===== src/hdl/kwrm_pkg.sv =====
// Shared types and constants of the k-way run merger.
package kwrm_pkg;

    localparam int RUN_W   = 4;
    localparam int VALUE_W = 32;
    localparam int CFG_W   = 5;

    typedef enum logic [1:0] {
        S_IDLE,
        S_SCAN,
        S_EMIT
    } kwrm_state_t;

    typedef struct packed {
        logic                      en;
        logic                      clear;
        logic [RUN_W-1:0]          run;
        logic signed [VALUE_W-1:0] value;
        logic                      done;
    } kwrm_wr_t;

    typedef struct packed {
        logic                      done;
        logic                      found;
        logic [RUN_W-1:0]          best_run;
        logic signed [VALUE_W-1:0] best_value;
    } kwrm_scan_t;

endpackage


===== src/hdl/kwrm_ifs.sv =====
// Valid/ready channel interfaces for items, results and configuration.
interface kwrm_item_if;
    import kwrm_pkg::*;
    logic                      valid;
    logic                      ready;
    logic [RUN_W-1:0]          run_index;
    logic signed [VALUE_W-1:0] value;
    logic                      run_done;
    modport source (output valid, run_index, value, run_done, input ready);
    modport sink (input valid, run_index, value, run_done, output ready);
endinterface

interface kwrm_result_if;
    import kwrm_pkg::*;
    logic                      valid;
    logic                      ready;
    logic signed [VALUE_W-1:0] merged_value;
    logic [RUN_W-1:0]          source_run;
    logic                      all_done;
    logic                      order_error;
    modport source (output valid, merged_value, source_run, all_done, order_error,
                    input ready);
    modport sink (input valid, merged_value, source_run, all_done, order_error,
                  output ready);
endinterface

interface kwrm_cfg_if;
    import kwrm_pkg::*;
    logic             valid;
    logic             ready;
    logic [CFG_W-1:0] runs_in_use;
    modport source (output valid, runs_in_use, input ready);
    modport sink (input valid, runs_in_use, output ready);
endinterface


===== src/hdl/kwrm_heads.sv =====
// Head storage: per-run values, active flags and loading marks.
module kwrm_heads #(
    parameter int DEPTH = 16,
    localparam int IW = $clog2(DEPTH)
) (
    input  logic                               clk,
    input  logic                               rst_n,
    input  kwrm_pkg::kwrm_wr_t                 wr,
    input  logic [kwrm_pkg::RUN_W-1:0]         query_run,
    output logic                               query_present,
    input  logic [IW-1:0]                      rd_addr,
    output logic signed [kwrm_pkg::VALUE_W-1:0] rd_value,
    output logic                               rd_active
);
    import kwrm_pkg::*;

    logic signed [VALUE_W-1:0] head_value_reg [DEPTH];
    logic [DEPTH-1:0]          active_reg;
    logic [DEPTH-1:0]          present_reg;
    logic [IW-1:0]             waddr;

    assign waddr         = wr.run[IW-1:0];
    assign query_present = present_reg[query_run[IW-1:0]];
    assign rd_value      = head_value_reg[rd_addr];
    assign rd_active     = active_reg[rd_addr];

    always_ff @(posedge clk)
    begin
        if (wr.en && !wr.done)
        begin
            head_value_reg[waddr] <= wr.value;
        end
    end

    always_ff @(posedge clk or negedge rst_n)
    begin
        if (!rst_n)
        begin
            active_reg  <= '0;
            present_reg <= '0;
        end
        else if (wr.clear)
        begin
            active_reg  <= '0;
            present_reg <= '0;
        end
        else if (wr.en)
        begin
            active_reg[waddr]  <= !wr.done;
            present_reg[waddr] <= 1'b1;
        end
    end

endmodule


===== src/hdl/kwrm_min_scan.sv =====
// Sequential minimum search over the stored heads with one comparator.
module kwrm_min_scan #(
    parameter int DEPTH = 16,
    localparam int IW = $clog2(DEPTH),
    localparam int CW = $clog2(DEPTH + 1)
) (
    input  logic                                clk,
    input  logic                                rst_n,
    input  logic                                start,
    input  logic [CW-1:0]                       n,
    output logic [IW-1:0]                       rd_addr,
    input  logic signed [kwrm_pkg::VALUE_W-1:0] rd_value,
    input  logic                                rd_active,
    output kwrm_pkg::kwrm_scan_t                res
);
    import kwrm_pkg::*;

    logic [IW-1:0]             cnt_reg;
    logic                      running_reg;
    logic                      done_reg;
    logic                      found_reg;
    logic [IW-1:0]             best_idx_reg;
    logic signed [VALUE_W-1:0] best_val_reg;
    logic                      take;
    logic                      last;

    assign rd_addr = cnt_reg;
    assign take    = rd_active && (!found_reg || (rd_value < best_val_reg));
    assign last    = (CW'(cnt_reg) == (n - CW'(1)));

    assign res.done       = done_reg;
    assign res.found      = found_reg;
    assign res.best_run   = RUN_W'(best_idx_reg);
    assign res.best_value = best_val_reg;

    always_ff @(posedge clk or negedge rst_n)
    begin
        if (!rst_n)
        begin
            cnt_reg     <= '0;
            running_reg <= 1'b0;
            done_reg    <= 1'b0;
            found_reg   <= 1'b0;
        end
        else if (start)
        begin
            cnt_reg     <= '0;
            running_reg <= 1'b1;
            done_reg    <= 1'b0;
            found_reg   <= 1'b0;
        end
        else if (running_reg)
        begin
            if (take)
            begin
                found_reg <= 1'b1;
            end
            if (last)
            begin
                running_reg <= 1'b0;
                done_reg    <= 1'b1;
            end
            else
            begin
                cnt_reg <= cnt_reg + IW'(1);
            end
        end
        else
        begin
            done_reg <= 1'b0;
        end
    end

    always_ff @(posedge clk)
    begin
        if (running_reg && !start && take)
        begin
            best_idx_reg <= cnt_reg;
            best_val_reg <= rd_value;
        end
    end

    a_scan_in_range: assert property (@(posedge clk) disable iff (!rst_n)
        running_reg |-> (CW'(cnt_reg) < n))
        else $error("scan index beyond run count");

endmodule


===== src/hdl/k_way_run_merger_unit.sv =====
// Top level of the k-way run merger.
//
//  channel   dir   handshake        payload
//  items     in    valid / ready    run_index, value, run_done
//  merged    out   valid / ready    merged_value, source_run, all_done, order_error
//  cfg       in    valid / ready    runs_in_use
//
// An item that completes loading or refills the expected run is accepted, then the
// comparator walks the heads of the n runs in use, n being the run count; the scan
// finishes and the result register is loaded. Other items finish when accepted.
// Reset clears control flags and counters and sets n to DEPTH; head values and result payload are written before use.
// A waiting result blocks new items and configuration until merged.ready takes it.
module k_way_run_merger_unit #(
    parameter int MAX_RUNS = 16
) (
    input logic          clk,
    input logic          rst_n,
    kwrm_item_if.sink    items,
    kwrm_result_if.source merged,
    kwrm_cfg_if.sink     cfg
);
    import kwrm_pkg::*;

    localparam int DEPTH = (MAX_RUNS < 16) ? MAX_RUNS : 16;
    localparam int IW    = $clog2(DEPTH);
    localparam int CW    = $clog2(DEPTH + 1);

    kwrm_state_t               state_reg, state_next;
    logic [CW-1:0]             n_reg, n_next;
    logic [CW-1:0]             loaded_reg, loaded_next;
    logic [RUN_W-1:0]          waiting_reg, waiting_next;
    logic                      finished_reg, finished_next;
    logic                      out_valid_reg, out_valid_next;
    logic signed [VALUE_W-1:0] out_value_reg, out_value_next;
    logic [RUN_W-1:0]          out_run_reg, out_run_next;
    logic                      out_done_reg, out_done_next;
    logic                      out_error_reg, out_error_next;

    kwrm_wr_t                  wr;
    kwrm_scan_t                scan_res;
    logic                      scan_start;
    logic                      query_present;
    logic [IW-1:0]             rd_addr;
    logic signed [VALUE_W-1:0] rd_value;
    logic                      rd_active;
    logic                      out_free;
    logic                      item_acc;
    logic                      cfg_acc;
    logic                      idx_ok;
    logic                      loading;

    kwrm_heads #(.DEPTH(DEPTH)) u_heads (
        .clk           (clk),
        .rst_n         (rst_n),
        .wr            (wr),
        .query_run     (items.run_index),
        .query_present (query_present),
        .rd_addr       (rd_addr),
        .rd_value      (rd_value),
        .rd_active     (rd_active)
    );

    kwrm_min_scan #(.DEPTH(DEPTH)) u_scan (
        .clk       (clk),
        .rst_n     (rst_n),
        .start     (scan_start),
        .n         (n_reg),
        .rd_addr   (rd_addr),
        .rd_value  (rd_value),
        .rd_active (rd_active),
        .res       (scan_res)
    );

    assign out_free    = !out_valid_reg || merged.ready;
    assign items.ready = (state_reg == S_IDLE) && out_free && !cfg.valid;
    assign cfg.ready   = (state_reg == S_IDLE) && !out_valid_reg;
    assign item_acc    = items.valid && items.ready;
    assign cfg_acc     = cfg.valid && cfg.ready;
    assign idx_ok      = {1'b0, items.run_index} < 5'(n_reg);
    assign loading     = 5'(loaded_reg) < 5'(n_reg);

    assign merged.valid        = out_valid_reg;
    assign merged.merged_value = out_value_reg;
    assign merged.source_run   = out_run_reg;
    assign merged.all_done     = out_done_reg;
    assign merged.order_error  = out_error_reg;

    always_comb
    begin
        state_next     = state_reg;
        n_next         = n_reg;
        loaded_next    = loaded_reg;
        waiting_next   = waiting_reg;
        finished_next  = finished_reg;
        out_valid_next = out_valid_reg && !merged.ready;
        out_value_next = out_value_reg;
        out_run_next   = out_run_reg;
        out_done_next  = out_done_reg;
        out_error_next = out_error_reg;
        scan_start     = 1'b0;
        wr.en          = 1'b0;
        wr.clear       = 1'b0;
        wr.run         = items.run_index;
        wr.value       = items.value;
        wr.done        = items.run_done;

        case (state_reg)
            S_IDLE:
            begin
                if (cfg_acc)
                begin
                    if (cfg.runs_in_use == '0)
                    begin
                        n_next = CW'(1);
                    end
                    else if (cfg.runs_in_use > CFG_W'(DEPTH))
                    begin
                        n_next = CW'(DEPTH);
                    end
                    else
                    begin
                        n_next = CW'(cfg.runs_in_use);
                    end
                    wr.clear      = 1'b1;
                    loaded_next   = '0;
                    waiting_next  = '0;
                    finished_next = 1'b0;
                end
                else if (item_acc)
                begin
                    if (finished_reg)
                    begin
                        out_valid_next = 1'b1;
                        out_value_next = '0;
                        out_run_next   = '0;
                        out_done_next  = 1'b1;
                        out_error_next = 1'b1;
                    end
                    else if (loading)
                    begin
                        if (!idx_ok || query_present)
                        begin
                            out_valid_next = 1'b1;
                            out_value_next = '0;
                            out_run_next   = '0;
                            out_done_next  = 1'b0;
                            out_error_next = 1'b1;
                        end
                        else
                        begin
                            wr.en       = 1'b1;
                            loaded_next = loaded_reg + CW'(1);
                            if (loaded_next == n_reg)
                            begin
                                scan_start = 1'b1;
                                state_next = S_SCAN;
                            end
                        end
                    end
                    else if ((items.run_index != waiting_reg) || !idx_ok)
                    begin
                        out_valid_next = 1'b1;
                        out_value_next = '0;
                        out_run_next   = waiting_reg;
                        out_done_next  = 1'b0;
                        out_error_next = 1'b1;
                    end
                    else
                    begin
                        wr.en      = 1'b1;
                        scan_start = 1'b1;
                        state_next = S_SCAN;
                    end
                end
            end
            S_SCAN:
            begin
                if (scan_res.done)
                begin
                    state_next = S_EMIT;
                end
            end
            S_EMIT:
            begin
                if (out_free)
                begin
                    out_valid_next = 1'b1;
                    out_error_next = 1'b0;
                    if (scan_res.found)
                    begin
                        waiting_next   = scan_res.best_run;
                        out_value_next = scan_res.best_value;
                        out_run_next   = scan_res.best_run;
                        out_done_next  = 1'b0;
                    end
                    else
                    begin
                        finished_next  = 1'b1;
                        out_value_next = '0;
                        out_run_next   = '0;
                        out_done_next  = 1'b1;
                    end
                    state_next = S_IDLE;
                end
            end
            default:
            begin
                state_next = S_IDLE;
            end
        endcase
    end

    always_ff @(posedge clk or negedge rst_n)
    begin
        if (!rst_n)
        begin
            state_reg     <= S_IDLE;
            n_reg         <= CW'(DEPTH);
            loaded_reg    <= '0;
            waiting_reg   <= '0;
            finished_reg  <= 1'b0;
            out_valid_reg <= 1'b0;
        end
        else
        begin
            state_reg     <= state_next;
            n_reg         <= n_next;
            loaded_reg    <= loaded_next;
            waiting_reg   <= waiting_next;
            finished_reg  <= finished_next;
            out_valid_reg <= out_valid_next;
        end
    end

    always_ff @(posedge clk)
    begin
        out_value_reg <= out_value_next;
        out_run_reg   <= out_run_next;
        out_done_reg  <= out_done_next;
        out_error_reg <= out_error_next;
    end

    a_scan_done_in_scan: assert property (@(posedge clk) disable iff (!rst_n)
        scan_res.done |-> (state_reg == S_SCAN))
        else $error("scan finished outside scan state");

    a_loaded_bound: assert property (@(posedge clk) disable iff (!rst_n)
        loaded_reg <= n_reg)
        else $error("more heads loaded than runs in use");

    a_source_is_waiting: assert property (@(posedge clk) disable iff (!rst_n)
        (out_valid_reg && !out_done_reg && !out_error_reg) |->
            (out_run_reg == waiting_reg))
        else $error("emitted run differs from expected refill run");

endmodule

===== src/flat_wrapper.sv =====
// flat-port wrapper written by rule: the top's interface ports become plain ports
module k_way_run_merger_unit_flat import kwrm_pkg::*;
#(
    parameter int MAX_RUNS = 16
)
  (clk, rst_n, items_valid, items_run_index, items_value, items_run_done, items_ready, merged_valid, merged_merged_value, merged_source_run, merged_all_done, merged_order_error, merged_ready, cfg_valid, cfg_runs_in_use, cfg_ready);
  kwrm_item_if items_i ();
  kwrm_result_if merged_i ();
  kwrm_cfg_if cfg_i ();
  input logic clk;
  input logic rst_n;
  input wire logic [$bits(items_i.valid)-1:0] items_valid;
  input wire logic [$bits(items_i.run_index)-1:0] items_run_index;
  input wire logic [$bits(items_i.value)-1:0] items_value;
  input wire logic [$bits(items_i.run_done)-1:0] items_run_done;
  output wire logic [$bits(items_i.ready)-1:0] items_ready;
  output wire logic [$bits(merged_i.valid)-1:0] merged_valid;
  output wire logic [$bits(merged_i.merged_value)-1:0] merged_merged_value;
  output wire logic [$bits(merged_i.source_run)-1:0] merged_source_run;
  output wire logic [$bits(merged_i.all_done)-1:0] merged_all_done;
  output wire logic [$bits(merged_i.order_error)-1:0] merged_order_error;
  input wire logic [$bits(merged_i.ready)-1:0] merged_ready;
  input wire logic [$bits(cfg_i.valid)-1:0] cfg_valid;
  input wire logic [$bits(cfg_i.runs_in_use)-1:0] cfg_runs_in_use;
  output wire logic [$bits(cfg_i.ready)-1:0] cfg_ready;
  assign items_i.valid = items_valid;
  assign items_i.run_index = items_run_index;
  assign items_i.value = items_value;
  assign items_i.run_done = items_run_done;
  assign items_ready = items_i.ready;
  assign merged_valid = merged_i.valid;
  assign merged_merged_value = merged_i.merged_value;
  assign merged_source_run = merged_i.source_run;
  assign merged_all_done = merged_i.all_done;
  assign merged_order_error = merged_i.order_error;
  assign merged_i.ready = merged_ready;
  assign cfg_i.valid = cfg_valid;
  assign cfg_i.runs_in_use = cfg_runs_in_use;
  assign cfg_ready = cfg_i.ready;
  k_way_run_merger_unit #(.MAX_RUNS(MAX_RUNS)) u_core (.clk(clk), .rst_n(rst_n), .items(items_i), .merged(merged_i), .cfg(cfg_i));
endmodule

===== config.mk =====
export PLATFORM = sky130hd
export DESIGN_NAME = k_way_run_merger_unit_flat
export DESIGN_NICKNAME = d
export VERILOG_FILES = /design/src/hdl/kwrm_pkg.sv /design/src/hdl/kwrm_ifs.sv /design/src/hdl/kwrm_heads.sv /design/src/hdl/kwrm_min_scan.sv /design/src/hdl/k_way_run_merger_unit.sv /design/src/flat_wrapper.sv
export SDC_FILE = /design/constraint.sdc
export NUM_CORES = 1
export LEC_CHECK = 0
export BUFFER_PORTS_ARGS = -buffer_cell sky130_fd_sc_hd__buf_4
export CORE_ASPECT_RATIO = 1.5
export CORE_MARGIN = 2
export CORE_UTILIZATION = 45
export DETAILED_ROUTE_END_ITERATION = 12
export SYNTH_ARGS = -nofsm -noshare
export SYNTH_HDL_FRONTEND = slang
export SYNTH_SLANG_ARGS = --single-unit

===== constraint.sdc =====
create_clock -name clk -period 4.7 [get_ports clk]
set_input_delay 1.41 -clock clk [delete_from_list [all_inputs] [get_ports clk]]
set_output_delay 1.41 -clock clk [all_outputs]
set_load 0.005 [all_outputs]

# --- After elaboration in Yosys (flattened, before gate mapping) ---
# Memories as Yosys holds them, arrays and structs flattened.
# Cells that the tools add are included.
totals:
  n_memories: 1
  out_inout_bits: 41
  regBits: 131
  mem_bits_rw: 512
  elab_cells: 198
op_classes:
  muxes: 108
  n_lt_le_gt_ge: 7
  bitwise: 1
  add_sub_neg: 3
  n_reduce_logical: 38
  n_eq_ne: 22
mem_list:
  columns: ["name", "depth", "width", "read_ports", "rd_clocked_by_memory_dff", "write_ports", "line", "rtl"]
  rows:
  - ["u_core.u_heads.head_value_reg", 16, 32, 1, 0, 1, "kwrm_heads.sv:17", "logic signed [VALUE_W-1:0] head_value_reg [DEPTH];"]
op_table:
  columns: ["op", "count"]
  rows:
  - ["$mux 32", 8]
  - ["$mux 16", 4]
  - ["$pmux 32 s2", 1]
  - ["$mux 4", 14]
  - ["$mux 1", 53]
  - ["$mux 5", 7]
  - ["$lt 32x32->1", 1]
  - ["$mux 2", 10]
  - ["$bwmux 16", 1]
  - ["$or 16x16->16", 1]
  - ["$pmux 4 s2", 2]
  - ["$ne 2x2->1 const B", 7]
  - ["$reduce_bool 2->1", 6]
  - ["$logic_and 1x1->1", 11]
  - ["$lt 4x5->1 const B", 2]
  - ["$bmux 1 s4", 2]
  - ["$ne 2x1->1 const B", 4]
  - ["$pmux 1 s2", 4]
  - ["$reduce_and 4->1", 2]
  - ["$reduce_and 8->1", 1]
  - ["$logic_not 1->1", 7]
  - ["$ne 3x2->1 const B", 2]
  - ["$ne 3x3->1 const B", 2]
  - ["$pmux 2 s3", 1]
  - ["21 further kinds", 26]

# --- Logic depth before layout (Yosys ltp) ---
logic_depth:
  ltp_word: 12
  mapped_depth: 12
  mapped_depth_nobuf: 9

# --- By module ---
# From an unflattened synthesis, not the netlist that was laid out.
unflattened:
  hier_cells: 1358
  hier_area_um2: 25869.8
by_module_without_submodules:
  columns: ["module", "area_per_inst_um2", "instances", "cells_per_inst"]
  rows:
  - ["kwrm_heads", 20943.8, 1, 950]
  - ["k_way_run_merger_unit", 2648.8, 1, 218]
  - ["kwrm_min_scan", 2277.2, 1, 190]

# --- Least setup slack after synthesis ---
# No wires, ideal clock.
synth_path:
  path_kind: "input-to-reg"
  from: "input items_run_index[2]"
  to: "memory u_core.u_heads.head_value_reg[8][0], enable pin"
  path_stages: 7
  path_buffers: 2
  path_slack_ns: -1.605
  setup_ns: 0.501
  required_ns: 4.199
  arrival_time_ns: 5.804
  cell_sequence: "buf_6 > mux4_2 > mux2i_1 > nand4_1 > and3_4 > buf_6 > nor4_1"
synth_via:
  elab_chain_len: 12
synth_rtl:
  columns: ["item", "line", "rtl"]
  rows:
  - ["from (decl)", "flat_wrapper.sv:13", "input wire logic [$bits(items_i.run_index)-1:0] items_run_index;"]
  - ["$bmux 1 s4 or $lt 4x5->1 (tied branches)", "kwrm_heads.sv:23, k_way_run_merger_unit.sv:79", null]
  - ["$mux 1 (not written as such) or $logic_not 1->1 (tied branches)", "kwrm_heads.sv:23, k_way_run_merger_unit.sv:141, k_way_run_merger_unit.sv:160", null]
  - ["$logic_or 1x1->1, on equally long branches", "k_way_run_merger_unit.sv:141, k_way_run_merger_unit.sv:160", null]
  - ["$mux 1, on equally long branches", "k_way_run_merger_unit.sv:141, k_way_run_merger_unit.sv:160", null]
  - ["$mux 1", "k_way_run_merger_unit.sv:139", "else if (loading)"]
  - ["$mux 1", "k_way_run_merger_unit.sv:131", "if (finished_reg)"]
  - ["$mux 1", "k_way_run_merger_unit.sv:129", "else if (item_acc)"]
  - ["$mux 1", "k_way_run_merger_unit.sv:110", "if (cfg_acc)"]
  - ["$mux 2", "k_way_run_merger_unit.sv:107", "case (state_reg)"]
  - ["$logic_and 1x1->1", "kwrm_heads.sv:29", "if (wr.en && !wr.done)"]
  - ["$mux 1", "kwrm_heads.sv:29", null]
  - ["$mux 1 (not written as such)", "kwrm_heads.sv:31", "head_value_reg[waddr] <= wr.value;"]
  - ["to (decl)", "kwrm_heads.sv:17", null]
# Several ways; a longest one is shown, not always the timed one. The select of a mux whose other input is x is not followed.

# --- Final worst setup path ---
layout_path:
  from: "register u_core.u_scan.cnt_reg[1] (netlist: u_core.u_scan.rd_addr[1])"
  to: "register u_core.u_scan.best_val_reg[28], enable pin"
layout_via:
  elab_chain_len: 5
layout_rtl:
  columns: ["item", "line", "rtl"]
  rows:
  - ["from (decl)", "kwrm_min_scan.sv:18", "logic [IW-1:0] cnt_reg;"]
  - ["from (signal assigned)", "kwrm_min_scan.sv:65", "cnt_reg <= cnt_reg + IW'(1);"]
  - ["$mem_v2 16x32", null, null]
  - ["via u_core.rd_value[13]", "k_way_run_merger_unit.sv:44", "logic signed [VALUE_W-1:0] rd_value;"]
  - ["$lt 32x32->1", "kwrm_min_scan.sv:28", "assign take = rd_active && (!found_reg || (rd_value < best_val_reg));"]
  - ["$logic_or 1x1->1", "kwrm_min_scan.sv:28", null]
  - ["$logic_and 1x1->1", "kwrm_min_scan.sv:28", null]
  - ["$logic_and 1x1->1", "kwrm_min_scan.sv:76", "if (running_reg && !start && take)"]
  - ["to (signal assigned)", "kwrm_min_scan.sv:79", "best_val_reg <= rd_value;"]
  - ["to (decl)", "kwrm_min_scan.sv:23", "logic signed [VALUE_W-1:0] best_val_reg;"]
# The timed path passes the listed nets, and every way through them passes these cells. The select of a mux whose other input is x is not followed.
# A chain may end at the register's enable or synchronous reset.

==> flow_summary_export.csv <==
group,metric,value,unit
sta,timing.fmax,238.7,MHz
synth,syn-instance-count,1292,
synth,synth_seq_cells,643,
outcome,outcome,"finished clean",
clock_tree,clk_transition_reported_paths,0.06,ns
global_routing,grt_pass1_wl,84650,um
pwr,p_int,11.31,mW
sta,fin_tns_setup,0,ns
synth,ys_seq_area_share,73.65,%
clock_tree,cts_resized,0,
job,max-cap-violations,0,
clock_tree,cts_buffers,57,
pwr,combPwrFrac,27.8,%
pwr,vdd.ir_drop.worst,312.5,uV
sta,rsz0062_at_grt,"no",
floorplanning,rows,107,
cells_and_area,finalInstanceArea,29780,um^2
clock_tree,cts_buffer_depth,3,
pwr,p_leak,9.921,nW
synth,synth_edf_count,586,
cells_and_area,drive_gt1_share,28.37,%
pwr,clock_power_share,29.6,%
synth,synth_ff_type,"edfxtp_1",
synth,synth.avg_cell_area,19.99,um^2
sta,period_needed,4.189,ns
worst_setup_path,worst_setup_path_end_kind,"flip-flop",
worst_setup_path,worstSetupPathType,"flip-flop to flip-flop",
detailed_routing,routed_via_density,5.580,
min_path,hp-class,"flip-flop to flip-flop",
cells_and_area,layout_commonest_cell,"edfxtp_1",
clock_tree,clk_latency,0.60,ns
clock_tree,cts_root_buffer,"clkbuf_16",
detailed_routing,firstDrtPassIters,5,
clock_tree,cts_setup_buffers,0,
synth,syn-num-nets,1381,
floorplanning,pin_count,88,
synth,yosys_warnings,0,
detailed_routing,wl_per_cell,25.40,um
sta,worstMarginPinSlew,1.079,ns
placement,place_area,27880,um^2
sta,finalWorstSetupSlack,0.5115,ns
detailed_routing,num_vias,12380,
pwr,swShare,29.23,%
placement,gp_congestion,0.8223,
cells_and_area,largest_register_ff_count,512,
cells_and_area,multiInputGateArea,6510,um^2
sta,setup_viol,0,
synth,synthArstFlopShare,8.865,%
global_routing,grt_pass1_vias,13120,
placement,hpwl,34790,um
global_routing,grt_overflow,0,
cells_and_area,finish.net_count,1498,
global_routing,grt_max_degree,58,
detailed_routing,drtIter0Drc,796,
clock_tree,h-tree-depth,2,
sta,hold_violations,0,
clock_tree,numClockSinks,643,
cells_and_area,syn_to_final_growth,15.30,%
detailed_routing,final_antenna_net_count,0,
detailed_routing,drc,0,
cells_and_area,fillers,4526,
cells_and_area,layout.cells.non_filler,2219,
synth,synth_cell_type_count,56,
global_routing,antenna_found_initial,1,
pwr,power_density,536.5,nW/um^2
sta,slew_headroom,27.92,%
worst_setup_path,start_kind,"flip-flop",
sta,fin_crit_sh,89.12,%
pwr,power_frac_seq,42.6,%
placement,dp.cells,2113,
synth,netlist_area,25830,um^2
floorplanning,coreArea,56760,um^2
worst_setup_path,cp_slowest_cell,"dfrtp_4",
cells_and_area,layout_common_cells,"edfxtp_1 (586), mux4_2 (167), buf_4 (102)",
worst_setup_path,cp_cell_sequence,"buf_12, mux4_2, mux4_2, ha_1, a211oi_1, nor2_1, nor3_1, o31ai_1, a32oi_1, and3_2, buf_12",
floorplanning,die_area,59370,um^2
clock_tree,cts_tree,"done",
pwr,switching_power,4.670,mW
pwr,power,15.98,mW
floorplanning,fp.dieW,199.6,um
placement,port_buffers,87,
sta,slew_viol_final,0,
floorplanning,dieHeight,297.4,um
clock_tree,cts_hold_buf,0,
detailed_routing,routed_wl,56360,um
global_routing,track_usage,19.53,%
worst_setup_path,path_max_fanout,38,
cells_and_area,seq_area,19030,um^2
worst_setup_path,required,4.98,ns
placement,pre_cts_ws,0.4342,ns
sta,clock_skew,0.02499,ns
worst_setup_path,cp.arrival,4.47,ns
floorplanning,initial_core_util,45.50,%
cells_and_area,n_antenna_cell,0,
worst_setup_path,max_stage_delay,0.89,ns
==> final cells by class <==
| cell class | count | area share, % |
|---|---|---|
| well taps | 763 | 3.205 |
| clock inverters | 33 | 1.244 |
| flip-flops and latches | 643 | 63.91 |
| clock buffers | 73 | 5.130 |
| inverters | 48 | 0.6050 |
| multi-input cells | 535 | 21.86 |
| repair buffers | 124 | 4.050 |
==> cells in the mapped netlist, types with 15 or more instances <==
cell	count	area share (%)
a21oi_1	15	0.29
clkbuf_1	42	0.61
dfrtp_1	56	5.4
edfxtp_1	586	68
ha_1	42	2.0
inv_1	45	0.65
mux2i_1	24	0.93
mux4_2	167	15
nand2_1	47	0.68
nand2b_1	16	0.39
nor2_1	18	0.26
nor3_1	48	0.93
o21a_1	17	0.49
o21ai_0	19	0.37
xnor2_1	16	0.54
==> per-layer routing <==
| metal | track usage, % | share of wire [%] | up-vias |
|---|---|---|---|
| met5 | 0 | 0.023 | - |
| met4 | 4.603 | 2.0 | 2 |
| met3 | 2.540 | 3.6 | 69 |
| met2 | 35.43 | 55 | 263 |
| met1 | 24.73 | 40 | 6562 |
| li1 | - | - | 5485 |
==> power by group through the flow <==
stage | sequential [mW] | combinational, mW | clock (mW)
finish | 6.81 | 4.44 | 4.72
global route | 6.83 | 4.84 | 5.04
CTS | 6.81 | 4.55 | 4.83
detailed placement | 6.93 | 4.53 | 0
global placement | 6.93 | 4.47 | 0
floorplan | 6.72 | 3.15 | 0
==> through the flow <==
step           util [%]  hold slack (ns)
4_1_cts           52.47           0.4925
6_report          52.47           0.4887
2_1_floorplan         -           0.4231
3_3_place_gp      49.12           0.4719
3_5_place_dp      49.12           0.4778
5_1_grt           52.47           0.5113
==> kinds of logic (layout without fill, tap and decap cells) <==
group,Yosys count,count (layout),synth area share (%)
mux,192,192,15.53
fa+ha+maj,42,42,2.034
buf+inv,114,278,1.817
compound gates,85,85,2.199
flops,643,643,73.65
simple gates,197,197,4.117
xor+xnor,19,19,0.6443
==> path summary, 6_finish.rpt <==
kind                                               start                              to  slack (ns)  cells after the start
hold / removal             u_core.u_heads.present_reg[9]   u_core.u_heads.present_reg[9]        0.49                      1
hold reg to reg            u_core.u_heads.present_reg[9]   u_core.u_heads.present_reg[9]        0.49                      1
min in group asynchronous                          rst_n            u_core.loaded_reg[2]        0.89                      1
setup reg to reg                u_core.u_scan.rd_addr[1]  u_core.u_scan.best_val_reg[28]        0.51                     11
setup / recovery                u_core.u_scan.rd_addr[1]  u_core.u_scan.best_val_reg[28]        0.51                     11
max in group asynchronous                          rst_n        u_core.u_scan.rd_addr[0]        3.22                      1
==> critical path: cells and delay by family (launching register included) <==
kind | cells | cell delay (ns)
simple gates | 3 | 0.58
fa+ha+maj | 1 | 0.34
buf+inv | 2 | 0.54
compound gates | 3 | 0.64
flops | 1 | 0.89
mux | 2 | 0.85
Note: power is estimated with default switching activity, not from simulation.
